==> config.mk <==
export PLATFORM = sky130hd
export DESIGN_NAME = lru_key_value_cache
export DESIGN_NICKNAME = d
export VERILOG_FILES = /design/src/design/lkv_pkg.sv /design/src/design/lkv_store.sv /design/src/design/lru_key_value_cache.sv
export SDC_FILE = /design/constraint.sdc
export NUM_CORES = 2
export LEC_CHECK = 0
export BUFFER_PORTS_ARGS = -buffer_cell sky130_fd_sc_hd__buf_2
export CORE_UTILIZATION = 44
export CTS_BUF_LIST = sky130_fd_sc_hd__clkbuf_16
export CTS_CLUSTER_DIAMETER = 30
export DETAILED_ROUTE_END_ITERATION = 8
export GPL_ROUTABILITY_DRIVEN = 0
export PLACE_DENSITY = 0.62
export SLEW_MARGIN = 20
export SYNTH_ARGS = -nofsm -noshare
export SYNTH_HDL_FRONTEND = slang
export SYNTH_SLANG_ARGS = --single-unit
==> constraint.sdc <==
create_clock -name clk -period 12.6 [get_ports clk]
set_clock_uncertainty 0.05 [all_clocks]
set_input_delay 0.63 -clock clk [delete_from_list [all_inputs] [get_ports clk]]
set_output_delay 0.63 -clock clk [all_outputs]
set_load 0.01 [all_outputs]
==> src/design/lkv_pkg.sv <==
// Shared types and constants for the LRU key/value cache.
// Used by lkv_store, lru_key_value_cache, lru_lookup_checker and testbench; depends on nothing else.
package lkv_pkg;

	localparam int CAPACITY = 16;
	localparam int IDX_W    = (CAPACITY > 1) ? $clog2(CAPACITY) : 1;
	localparam int RANK_W   = IDX_W;
	localparam int CAP_W    = 5;
	localparam int KEY_W    = 32;
	localparam int VAL_W    = 32;

	localparam logic [VAL_W-1:0] MISS_VALUE = '1;
	localparam logic [CAP_W-1:0] CAP_RESET  = CAP_W'(CAPACITY);

	// operation codes of an input item
	localparam logic CMD_GET = 1'b0;
	localparam logic CMD_PUT = 1'b1;

	// register index, taken from the word address
	localparam logic REG_ACTIVE_CAPACITY = 1'b0;

	typedef enum logic [2:0] {
		S_IDLE,
		S_SCAN,
		S_UPDATE,
		S_EVICT,
		S_INSERT
	} state_t;

	typedef enum logic [1:0] {
		OP_NOP,
		OP_PROMOTE,
		OP_EVICT,
		OP_INSERT
	} store_op_t;

	typedef struct packed {
		store_op_t              op;
		logic [IDX_W-1:0]       idx;
		logic [CAP_W-1:0]       limit;
		logic                   wr_value;
	} store_cmd_t;

endpackage

==> src/design/lkv_store.sv <==
// Entry storage for the LRU key/value cache: valid bits, recency ranks, keys, values.
// Applies one promote, evict or insert operation per cycle; depends on lkv_pkg.
module lkv_store (
	input  logic                          clk,
	input  logic                          arst_n,
	input  lkv_pkg::store_cmd_t           scmd,
	input  logic [lkv_pkg::KEY_W-1:0]     wr_key,
	input  logic [lkv_pkg::VAL_W-1:0]     wr_value,
	input  logic [lkv_pkg::IDX_W-1:0]     rd_idx,
	output logic                          rd_valid,
	output logic [lkv_pkg::KEY_W-1:0]     rd_key,
	output logic [lkv_pkg::VAL_W-1:0]     rd_value
);

	logic [lkv_pkg::CAPACITY-1:0]                     valid_q;
	logic [lkv_pkg::CAPACITY-1:0][lkv_pkg::RANK_W-1:0] rank_q;
	logic [lkv_pkg::KEY_W-1:0]                        key_q   [lkv_pkg::CAPACITY];
	logic [lkv_pkg::VAL_W-1:0]                        value_q [lkv_pkg::CAPACITY];

	logic [lkv_pkg::RANK_W-1:0] promote_rank;
	logic [lkv_pkg::IDX_W-1:0]  free_idx;

	assign rd_valid     = valid_q[rd_idx];
	assign rd_key       = key_q[rd_idx];
	assign rd_value     = value_q[rd_idx];
	assign promote_rank = rank_q[scmd.idx];

	// lowest free slot
	always_comb begin
		free_idx = '0;
		for (int i = lkv_pkg::CAPACITY - 1; i >= 0; i--) begin
			if (!valid_q[i]) begin
				free_idx = lkv_pkg::IDX_W'(i);
			end
		end
	end

	always_ff @(posedge clk or negedge arst_n) begin
		if (!arst_n) begin
			valid_q <= '0;
			rank_q  <= '0;
		end else begin
			case (scmd.op)
				lkv_pkg::OP_PROMOTE: begin
					// younger entries age by one, the touched entry becomes newest
					for (int i = 0; i < lkv_pkg::CAPACITY; i++) begin
						if (valid_q[i] && rank_q[i] < promote_rank) begin
							rank_q[i] <= rank_q[i] + 1'b1;
						end
					end
					rank_q[scmd.idx] <= '0;
				end
				lkv_pkg::OP_EVICT: begin
					// drop every entry at or beyond the last allowed rank
					for (int i = 0; i < lkv_pkg::CAPACITY; i++) begin
						if (valid_q[i] &&
						    lkv_pkg::CAP_W'(rank_q[i]) >= scmd.limit) begin
							valid_q[i] <= 1'b0;
							rank_q[i]  <= '0;
						end
					end
				end
				lkv_pkg::OP_INSERT: begin
					for (int i = 0; i < lkv_pkg::CAPACITY; i++) begin
						if (valid_q[i]) begin
							rank_q[i] <= rank_q[i] + 1'b1;
						end
					end
					valid_q[free_idx] <= 1'b1;
					rank_q[free_idx]  <= '0;
				end
				default: begin
				end
			endcase
		end
	end

	always_ff @(posedge clk) begin
		if (scmd.op == lkv_pkg::OP_INSERT) begin
			key_q[free_idx]   <= wr_key;
			value_q[free_idx] <= wr_value;
		end else if (scmd.op == lkv_pkg::OP_PROMOTE && scmd.wr_value) begin
			value_q[scmd.idx] <= wr_value;
		end
	end

endmodule

==> src/design/lru_key_value_cache.sv <==
// LRU key/value cache: one key comparator scans the entries, one slot per cycle.
// Only one command is in flight: start is taken only while busy is low, and busy stays
// high through the scan, the promote of a hit and the evict and insert of a new put.
// The scan length over the 16 slots sets the rate. Results are strobed by done for one
// cycle and cannot be stalled. Reset clears all entries and sets active_capacity to 16.
module lru_key_value_cache (
	input  logic                          clk,
	input  logic                          arst_n,
	input  logic                          start,
	output logic                          busy,
	input  logic                          cmd,
	input  logic [lkv_pkg::KEY_W-1:0]     lookup_key,
	input  logic [lkv_pkg::VAL_W-1:0]     data_in,
	output logic                          done,
	output logic                          found,
	output logic [lkv_pkg::VAL_W-1:0]     data_out,
	input  logic                          psel,
	input  logic                          penable,
	input  logic                          pwrite,
	input  logic [2:0]                    paddr,
	input  logic [31:0]                   pwdata,
	output logic [31:0]                   prdata,
	output logic                          pready
);

	lkv_pkg::state_t            state_q, state_d;
	logic [lkv_pkg::IDX_W-1:0]  idx_q, idx_d;
	logic                       cmd_q;
	logic [lkv_pkg::KEY_W-1:0]  key_q;
	logic [lkv_pkg::VAL_W-1:0]  data_q;
	logic [lkv_pkg::CAP_W-1:0]  cap_q;
	logic                       done_q, done_d;
	logic                       found_q, found_d;
	logic [lkv_pkg::VAL_W-1:0]  dout_q, dout_d;

	lkv_pkg::store_cmd_t        scmd;
	logic                       rd_valid;
	logic [lkv_pkg::KEY_W-1:0]  rd_key;
	logic [lkv_pkg::VAL_W-1:0]  rd_value;
	logic                       match;
	logic [lkv_pkg::CAP_W-1:0]  eff_cap;
	logic                       accept;

	assign busy    = (state_q != lkv_pkg::S_IDLE);
	assign accept  = start && !busy;
	assign match   = rd_valid && (rd_key == key_q);
	assign pready  = 1'b1;
	assign done    = done_q;
	assign found   = found_q;
	assign data_out = dout_q;

	always_comb begin
		if (cap_q == '0) begin
			eff_cap = lkv_pkg::CAP_W'(1);
		end else if (cap_q > lkv_pkg::CAP_W'(lkv_pkg::CAPACITY)) begin
			eff_cap = lkv_pkg::CAP_W'(lkv_pkg::CAPACITY);
		end else begin
			eff_cap = cap_q;
		end
	end

	always_comb begin
		if (paddr[2] == lkv_pkg::REG_ACTIVE_CAPACITY) begin
			prdata = {{(32 - lkv_pkg::CAP_W){1'b0}}, cap_q};
		end else begin
			prdata = '0;
		end
	end

	always_ff @(posedge clk or negedge arst_n) begin
		if (!arst_n) begin
			cap_q <= lkv_pkg::CAP_RESET;
		end else if (psel && penable && pwrite && pready &&
		             paddr[2] == lkv_pkg::REG_ACTIVE_CAPACITY) begin
			cap_q <= pwdata[lkv_pkg::CAP_W-1:0];
		end
	end

	always_comb begin
		state_d       = state_q;
		idx_d         = idx_q;
		done_d        = 1'b0;
		found_d       = found_q;
		dout_d        = dout_q;
		scmd.op       = lkv_pkg::OP_NOP;
		scmd.idx      = idx_q;
		scmd.limit    = eff_cap - 1'b1;
		scmd.wr_value = 1'b0;
		case (state_q)
			lkv_pkg::S_IDLE: begin
				if (accept) begin
					idx_d   = '0;
					state_d = lkv_pkg::S_SCAN;
				end
			end
			lkv_pkg::S_SCAN: begin
				if (match) begin
					state_d = lkv_pkg::S_UPDATE;
				end else if (idx_q == lkv_pkg::IDX_W'(lkv_pkg::CAPACITY - 1)) begin
					if (cmd_q == lkv_pkg::CMD_GET) begin
						done_d  = 1'b1;
						found_d = 1'b0;
						dout_d  = lkv_pkg::MISS_VALUE;
						state_d = lkv_pkg::S_IDLE;
					end else begin
						state_d = lkv_pkg::S_EVICT;
					end
				end else begin
					idx_d = idx_q + 1'b1;
				end
			end
			lkv_pkg::S_UPDATE: begin
				// hold idx on the hit slot; read the value before a put overwrites it
				scmd.op       = lkv_pkg::OP_PROMOTE;
				scmd.wr_value = (cmd_q == lkv_pkg::CMD_PUT);
				if (cmd_q == lkv_pkg::CMD_GET) begin
					done_d  = 1'b1;
					found_d = 1'b1;
					dout_d  = rd_value;
				end
				state_d = lkv_pkg::S_IDLE;
			end
			lkv_pkg::S_EVICT: begin
				scmd.op = lkv_pkg::OP_EVICT;
				state_d = lkv_pkg::S_INSERT;
			end
			lkv_pkg::S_INSERT: begin
				scmd.op = lkv_pkg::OP_INSERT;
				state_d = lkv_pkg::S_IDLE;
			end
			default: begin
				state_d = lkv_pkg::S_IDLE;
			end
		endcase
	end

	always_ff @(posedge clk or negedge arst_n) begin
		if (!arst_n) begin
			state_q <= lkv_pkg::S_IDLE;
			idx_q   <= '0;
			done_q  <= 1'b0;
		end else begin
			state_q <= state_d;
			idx_q   <= idx_d;
			done_q  <= done_d;
		end
	end

	always_ff @(posedge clk) begin
		found_q <= found_d;
		dout_q  <= dout_d;
		if (accept) begin
			cmd_q  <= cmd;
			key_q  <= lookup_key;
			data_q <= data_in;
		end
	end

	lkv_store u_store (
		.clk      (clk),
		.arst_n   (arst_n),
		.scmd     (scmd),
		.wr_key   (key_q),
		.wr_value (data_q),
		.rd_idx   (idx_q),
		.rd_valid (rd_valid),
		.rd_key   (rd_key),
		.rd_value (rd_value)
	);

endmodule

### Yosys cells after proc, flatten, opt, wreduce, memory -nomap -nowiden

Memory sizes are Yosys's and may differ from the RTL's.
Cells that the tools add are included.

| storage, ports and cells | value |
|---|---|
| memories | 2 |
| bits in writable memories | 1,024 |
| bits in latches | 0 |
| flip-flop bits (word level) | 191 |
| ROM bits | 0 |
| word-level logic and storage cells | 380 |

Memory list:

| memory | depth | bits a word | read ports | clocked after Yosys merged registers in | write ports | line | RTL |
|---|---|---|---|---|---|---|---|
| u_store.key_q | 16 | 32 | 1 | 0 | 1 | lkv_store.sv:17 | `logic [lkv_pkg::KEY_W-1:0] key_q [lkv_pkg::CAPACITY];` |
| u_store.value_q | 16 | 32 | 1 | 0 | 1 | lkv_store.sv:18 | `logic [lkv_pkg::VAL_W-1:0] value_q [lkv_pkg::CAPACITY];` |

| cells by class | value |
|---|---|
| shift operators | 0 |
| reductions and logical operators | 84 |
| mux-type cells | 160 |
| add/sub/neg operators | 18 |
| divide/modulo/power cells | 0 |
| bitwise gates (word level) | 6 |
| order comparisons | 37 |
| equal/unequal tests | 32 |
| $mul | 0 |

Operators with widths:

| kind | count |
|---|---|
| 2-to-1 mux 4 bit | 103 |
| case mux 64 bit (3 select lines) | 1 |
| 2-to-1 mux 32 bit | 5 |
| bitwise AND 64 bit | 2 |
| NOT 64 bit | 2 |
| greater-or-equal comparator 4 x 5 -> 1 bit | 16 |
| adder 4 x 1 -> 4 bit (second input constant) | 17 |
| AND reduction 2 bit | 33 |
| less-than comparator 4 bit | 16 |
| case mux 32 bit (2 select lines) | 1 |
| logical AND 1 bit | 40 |
| demux 4 bit (select 4 bit) | 2 |
| == test 32 bit | 1 |
| 2-to-1 mux 1 bit | 32 |
| inequality test 2 x 1 -> 1 bit (second input constant) | 16 |
| case mux 16 bit (2 select lines) | 1 |
| OR reduction 32 bit | 1 |
| binary-select mux 4 bit (select 4 bit) | 1 |
| OR 16 bit | 1 |
| 2-to-1 mux 5 bit | 3 |
| inequality test 2 bit (second input constant) | 6 |
| less-than comparator 4 x 5 -> 1 bit (second input constant) | 2 |
| 2-to-1 mux 3 bit | 3 |
| case mux 3 bit (3 select lines) | 1 |
| 24 further kinds | 31 |

### Depth between registers and ports, before layout

| depth | value |
|---|---|
| depth in word-level cells | 23 |
| depth in mapped cells | 17 |

### Cells and area by module

Synthesis repeated with hierarchy kept, for this count alone.

| second synthesis, totals | value |
|---|---|
| cell total of the unflattened synthesis | 2,769 |
| area total of the unflattened synthesis | 51,904.8 µm² |

By module, submodules not included:

| module | times used | cells an instance | area each (µm²) | seq. area each (µm²) |
|---|---|---|---|---|
| lkv_store | 1 | 2,482 | 47,393.0 | 32,751.4 |
| lru_key_value_cache | 1 | 287 | 4,511.8 | 3,269.4 |

### Worst setup path after synthesis

OpenSTA, ideal clock, no wires.

| timing | value |
|---|---|
| kind | register to register |
| start | reg idx_q[0] (netlist name) |
| end | reg u_store.rank_q[4] (netlist name) |
| required time | 12.425 ns |
| arrival time | 4.604 ns |
| stages on the path, launching flop included | 15 |
| clock period less this slack | 4.779 ns |
| library setup time | 0.125 ns |
| buffers on the path | 5 |
| path slack | 7.821 ns |
| cell sequence | dfrtp_1 -> buf_6 -> buf_4 -> buf_4 -> buf_2 -> buf_1 -> mux4_2 -> mux4_2 -> inv_1 -> ha_1 -> a211o_1 -> a211oi_1 -> nor2b_1 -> or3_1 -> mux2_2 |

| between the ends | value |
|---|---|
| cells in the longest elaborated chain, start to end | 8 |
| elaborated cells on any way between the ends | 14 |
| those cells by class | order compare (3); mux (7); bitwise (2); reduce/logical (2) |

Ends and longest elaborated chain:

| element | line | RTL |
|---|---|---|
| start, declared | lru_key_value_cache.sv:27 | `logic [lkv_pkg::IDX_W-1:0] idx_q, idx_d;` |
| start signal, assigned | lru_key_value_cache.sv:144 | `idx_q <= idx_d;` |
| binary-select mux 4 bit (select 4 bit) | lkv_store.sv:26 | `assign promote_rank = rank_q[scmd.idx];` |
| 2-to-1 mux 4 bit (implied by the code) | lkv_store.sv:26 |  |
| less-than comparator 4 bit | lkv_store.sv:47 | `if (valid_q[i] && rank_q[i] < promote_rank) begin` |
| logical AND 1 bit | lkv_store.sv:47 |  |
| 2-to-1 mux 4 bit | lkv_store.sv:47 |  |
| 2-to-1 mux 4 bit | lkv_store.sv:43 | `case (scmd.op)` |
| bitwise AND 64 bit (no line) (*) | - |  |
| case mux 64 bit (3 select lines) (*) | lkv_store.sv:43 |  |
| end signal, assigned by index | lkv_store.sv:48 | `rank_q[i] <= rank_q[i] + 1'b1;` |
| end signal, assigned by index | lkv_store.sv:66 | `rank_q[i] <= rank_q[i] + 1'b1;` |
| end, declared | lkv_store.sv:16 | `logic [lkv_pkg::CAPACITY-1:0][lkv_pkg::RANK_W-1:0] rank_q;` |

Every way passes the cells marked *; elsewhere a longest branch is shown, timed or not. The select of a mux whose other input is x is not followed.
A chain may end at the register's enable or synchronous reset.

### Worst setup path in the final report

| timing | value |
|---|---|
| start | reg idx_q[0] (netlist name) |
| end | reg dout_q (netlist bit data_out[29]) (enable) |

| between the ends | value |
|---|---|
| cells in the longest elaborated chain, start to end | 5 |
| elaborated cells on any way between the ends | 9 |
| those cells by class | eq/ne (4); mux (2); reduce/logical (2); memory (1) |

Ends and longest elaborated chain:

| element | line | RTL |
|---|---|---|
| memory (16 x 32 bit) or binary-select mux 1 bit (select 4 bit) (tied branches) | - |  |
| == test 32 bit or 2-to-1 mux 1 bit (tied branches) | lru_key_value_cache.sv:46, lkv_store.sv:23 |  |
| logical AND 1 bit | lru_key_value_cache.sv:46 | `assign match = rd_valid && (rd_key == key_q);` |
| inequality test 2 bit (no line) | - |  |
| AND reduction 5 bit (no line) (*) | - |  |
| end signal, assigned | lru_key_value_cache.sv:151 | `dout_q <= dout_d;` |
| end, declared | lru_key_value_cache.sv:34 | `logic [lkv_pkg::VAL_W-1:0] dout_q, dout_d;` |

Marked as above.

==> results_dict.tcl <==
set metrics [dict create \
    r2r_start "idx_q[0]" \
    area_growth_pct 21.4 \
    first_global_vias 30400 \
    power_density_mw_per_mm2 211 \
    post-route-cell-area_mm2 0.0630 \
    drt-total-wl_mm 130 \
    final_max_slew_viol_count 0 \
    grt_pass1_wl_mm 193 \
    drive_gt1_share_pct 26.8 \
    worstSetupStartpointType "register" \
    crit_slowest_cell "buf_4" \
    core-area_mm2 0.117 \
    setup_violations 0 \
    critPathKind "register to register" \
    dpl.hpwl_mm 68.0 \
    grt_max_degree 114 \
    tns_ns 0 \
    status "finished, violations left" \
    reg2reg_depth 12 \
    vias 29200 \
    postCtsHoldBufs 70 \
    cts-root-buf "clkbuf_16" \
    path_clk_slew_ns 0.05 \
    initial_utilization_pct 44.5 \
    fillCellCount 8895 \
    yosys.area.top_type_share_pct 64.9 \
    syn_inst 2887 \
    ys_types 89 \
    dieArea_mm2 0.119 \
    ir_worst_vdd_mv 0.200 \
    crit_chain "buf_4 -> buf_4 -> mux4_2 -> a32oi_1 -> nor2_1 -> nor3_1 -> nand4_1 -> nor2_1 -> nand4_4 -> a31oi_1 -> nor2_4 -> buf_4" \
    io_pins 174 \
    clock_sinks 1215 \
    hold_depth 1 \
    antenna_cells 0 \
    post_drt_wl_per_cell_um 26.2 \
    grt_use_total_pct 21.9 \
    cts_buffer_depth 3 \
    dr.pass1.iters 9 \
    cp_max_fo 45 \
    yosysSeqAreaShare_pct 69.4 \
    synth_edf_count 1122 \
    crit_top_cell "buf_4" \
    ys_warn_count 0 \
    io_buffers 116 \
    r2r_end "data_out[29]" \
    antenna_left 0 \
    r2r_slack_ns 6.87 \
    total_power_mw 13.3 \
    arrival_ns 6.14 \
    vias_per_cell 5.87 \
    rows 125 \
    rsz0062_at_grt "false" \
    post_cts_buffers 0 \
    ys.flop_type "edfxtp_1" \
    fin_util_pct 54.1 \
    post_cts_resized 0 \
    netlist_top_cells_area "edfxtp_1 65%, mux4_2 12%, dfrtp_1 4.4%, ha_1 3.2%, mux2i_1 1.6%" \
    die_w_um 345 \
    period_minus_slack_ns 5.73 \
    maxCapViolations 0 \
    finalHoldViolCount 0 \
    tightest_slew_ns 1.18 \
    critPathCaptureType "register" \
    die_height_um 345 \
    cts_tree "yes" \
    violations "design-rule violations" \
    crit_path_max_incr_delay_ns 0.76 \
    clock_latency_ns 0.84 \
    max-slew-margin-rel_pct 21.5 \
    cts-htree-levels 4 \
    layout_worst_path_cycle_share_pct 45.5 \
    antenna_found_initial 2 \
    fmax_mhz 174 \
    drc 1 \
    hold_start "lookup_key[25]" \
    leakage_nw 21.9 \
    holdPathEnd "key_q[25]" \
    ys_ff_latch 1215 \
    grt-ovfl-total 0 \
    cts_buffers 231 \
    crit_required_ns 13.00 \
    drt_first_iter_violations 2918 \
    synth.cell_area_mm2 0.0519 \
    synth_top_area_cell "edfxtp_1" \
    place_area_mm2 0.0545 \
    synth_area_per_cell_um2 18.0 \
    synth-async-reset-ratio_pct 7.65 \
    hold_class "primary input to register" \
    layout.nets 3484 \
]
==> synthesized netlist by cell type (24+ instances only) <==
cell type  count
nor2_1       111
inv_1         58
mux2i_1       84
a21oi_1       84
nand2b_1      58
a21o_1        54
dfrtp_1       92
nand3_1       29
mux2_2        30
o21ai_0      100
mux4_2       271
ha_1         133
a22o_1        24
nand2_1      123
buf_4         40
xnor2_1       35
edfxtp_1    1122
nor3_1        25
clkbuf_1      56
==> how the worst max path moves through the flow <==
stage	start	end	slack [ns]	cells after the start
after floorplan	idx_q[0]	u_store.rank_q[4]	7.82	14
after global placement	idx_q[0]	data_out[17]	6.94	12
after detailed placement	idx_q[0]	data_out[17]	6.83	12
after CTS	idx_q[0]	data_out[27]	6.81	12
after global routing	idx_q[0]	data_out[29]	6.48	12
final	idx_q[0]	data_out[29]	6.87	12
==> stage by stage <==
stage          instances  setup slack, ns  hold WS, ns
2_1_floorplan       2913             7.82        0.284
3_3_place_gp        4466             6.94        0.521
3_5_place_dp        4466             6.83        0.530
4_1_cts             4977             6.81       0.0103
5_1_grt             4977             6.48       0.0162
6_report            4977             6.87       0.0482
==> where the power goes <==
group          switching (mW)  internal (mW)  leakage, nW  total (mW)
Sequential              0.206           4.53         11.3        4.73
Combinational            1.33           1.25         6.74        2.58
Clock                    2.14           3.83         3.81        5.97
==> cells in the final DEF (no fill, tap or decap), types with 16 or more instances in the layout <==
cell type,Yosys,routed
nand3_1,29,29
clkinv_1,2,31
dlygate4sd3_1,0,70
clkinvlp_4,0,42
clkbuf_16,0,232
nor2_4,0,34
dfrtp_1,92,88
clkinv_4,0,20
nor2_1,111,77
o22ai_1,16,16
inv_1,58,82
mux4_2,271,271
a21oi_1,84,83
xnor2_1,35,34
nor2b_1,21,21
nand2b_1,58,58
buf_2,22,115
a22o_1,24,24
nor3b_1,17,16
mux2i_1,84,84
mux2_2,30,30
bufinv_16,0,22
nand4_1,18,18
o21a_1,19,19
a21o_1,54,54
clkinv_2,0,45
conb_1,2,28
edfxtp_1,1122,1122
nor3_1,25,25
buf_4,40,59
o21ai_0,100,99
ha_1,133,133
nand2_1,123,123
==> registers in the layout, summed over array words and instances, names as in the netlist <==
register         flops
u_store.key_q      512
key_q               32
data_out            32
cmd_q                1
state_q              3
cap_q                5
u_store.value_q    512
found                1
u_store.valid_q     16
idx_q                4
data_q              32
u_store.rank_q      64
done                 1
==> worst max-delay path: cells and delay by family (launching register included) <==
| kind | cells | cell delay, ns |
|---|---|---|
| buffers and inverters | 3 | 1.65 |
| and+or+nand+nor | 6 | 1.63 |
| AOI/OAI and AO/OA | 2 | 0.66 |
| muxes | 1 | 0.59 |
| DFF | 1 | 0.70 |
==> metal layers <==
layer	track usage (%)	vias to the layer above	routed length [um]	share of wire (%)
met4	7.15	0	3090	2.4
met2	35.8	1240	63800	49
met3	4.72	246	9260	7.1
li1	-	12500	-	-
met1	29.3	15200	54200	42
met5	0	-	0	0
==> area by class of cell <==
| cell class | instances | area (um2) | area share (%) |
|---|---|---|---|
| clock buffer | 232 | 5810 | 9.21 |
| clock inverter | 209 | 2030 | 3.21 |
| inverter | 61 | 234 | 0.371 |
| multi-input combinational | 1490 | 15200 | 24.2 |
| sequential | 1215 | 36000 | 57.2 |
| tap | 1524 | 1910 | 3.03 |
| timing repair buffer | 246 | 1760 | 2.79 |
==> cells by family after synthesis <==
group                    after synthesis  synth area share [%]
AO/OA/AOI/OAI                        437                  5.69
XOR/XNOR                              45                 0.759
adder cells (fa/ha/maj)              133                  3.21
buffers and inverters                208                  1.97
flip-flops                          1215                  69.4
multiplexers                         397                  14.6
other                                  2                0.0145
AND/OR/NAND/NOR                      450                  4.32
Power figures use the tool's default switching activity.
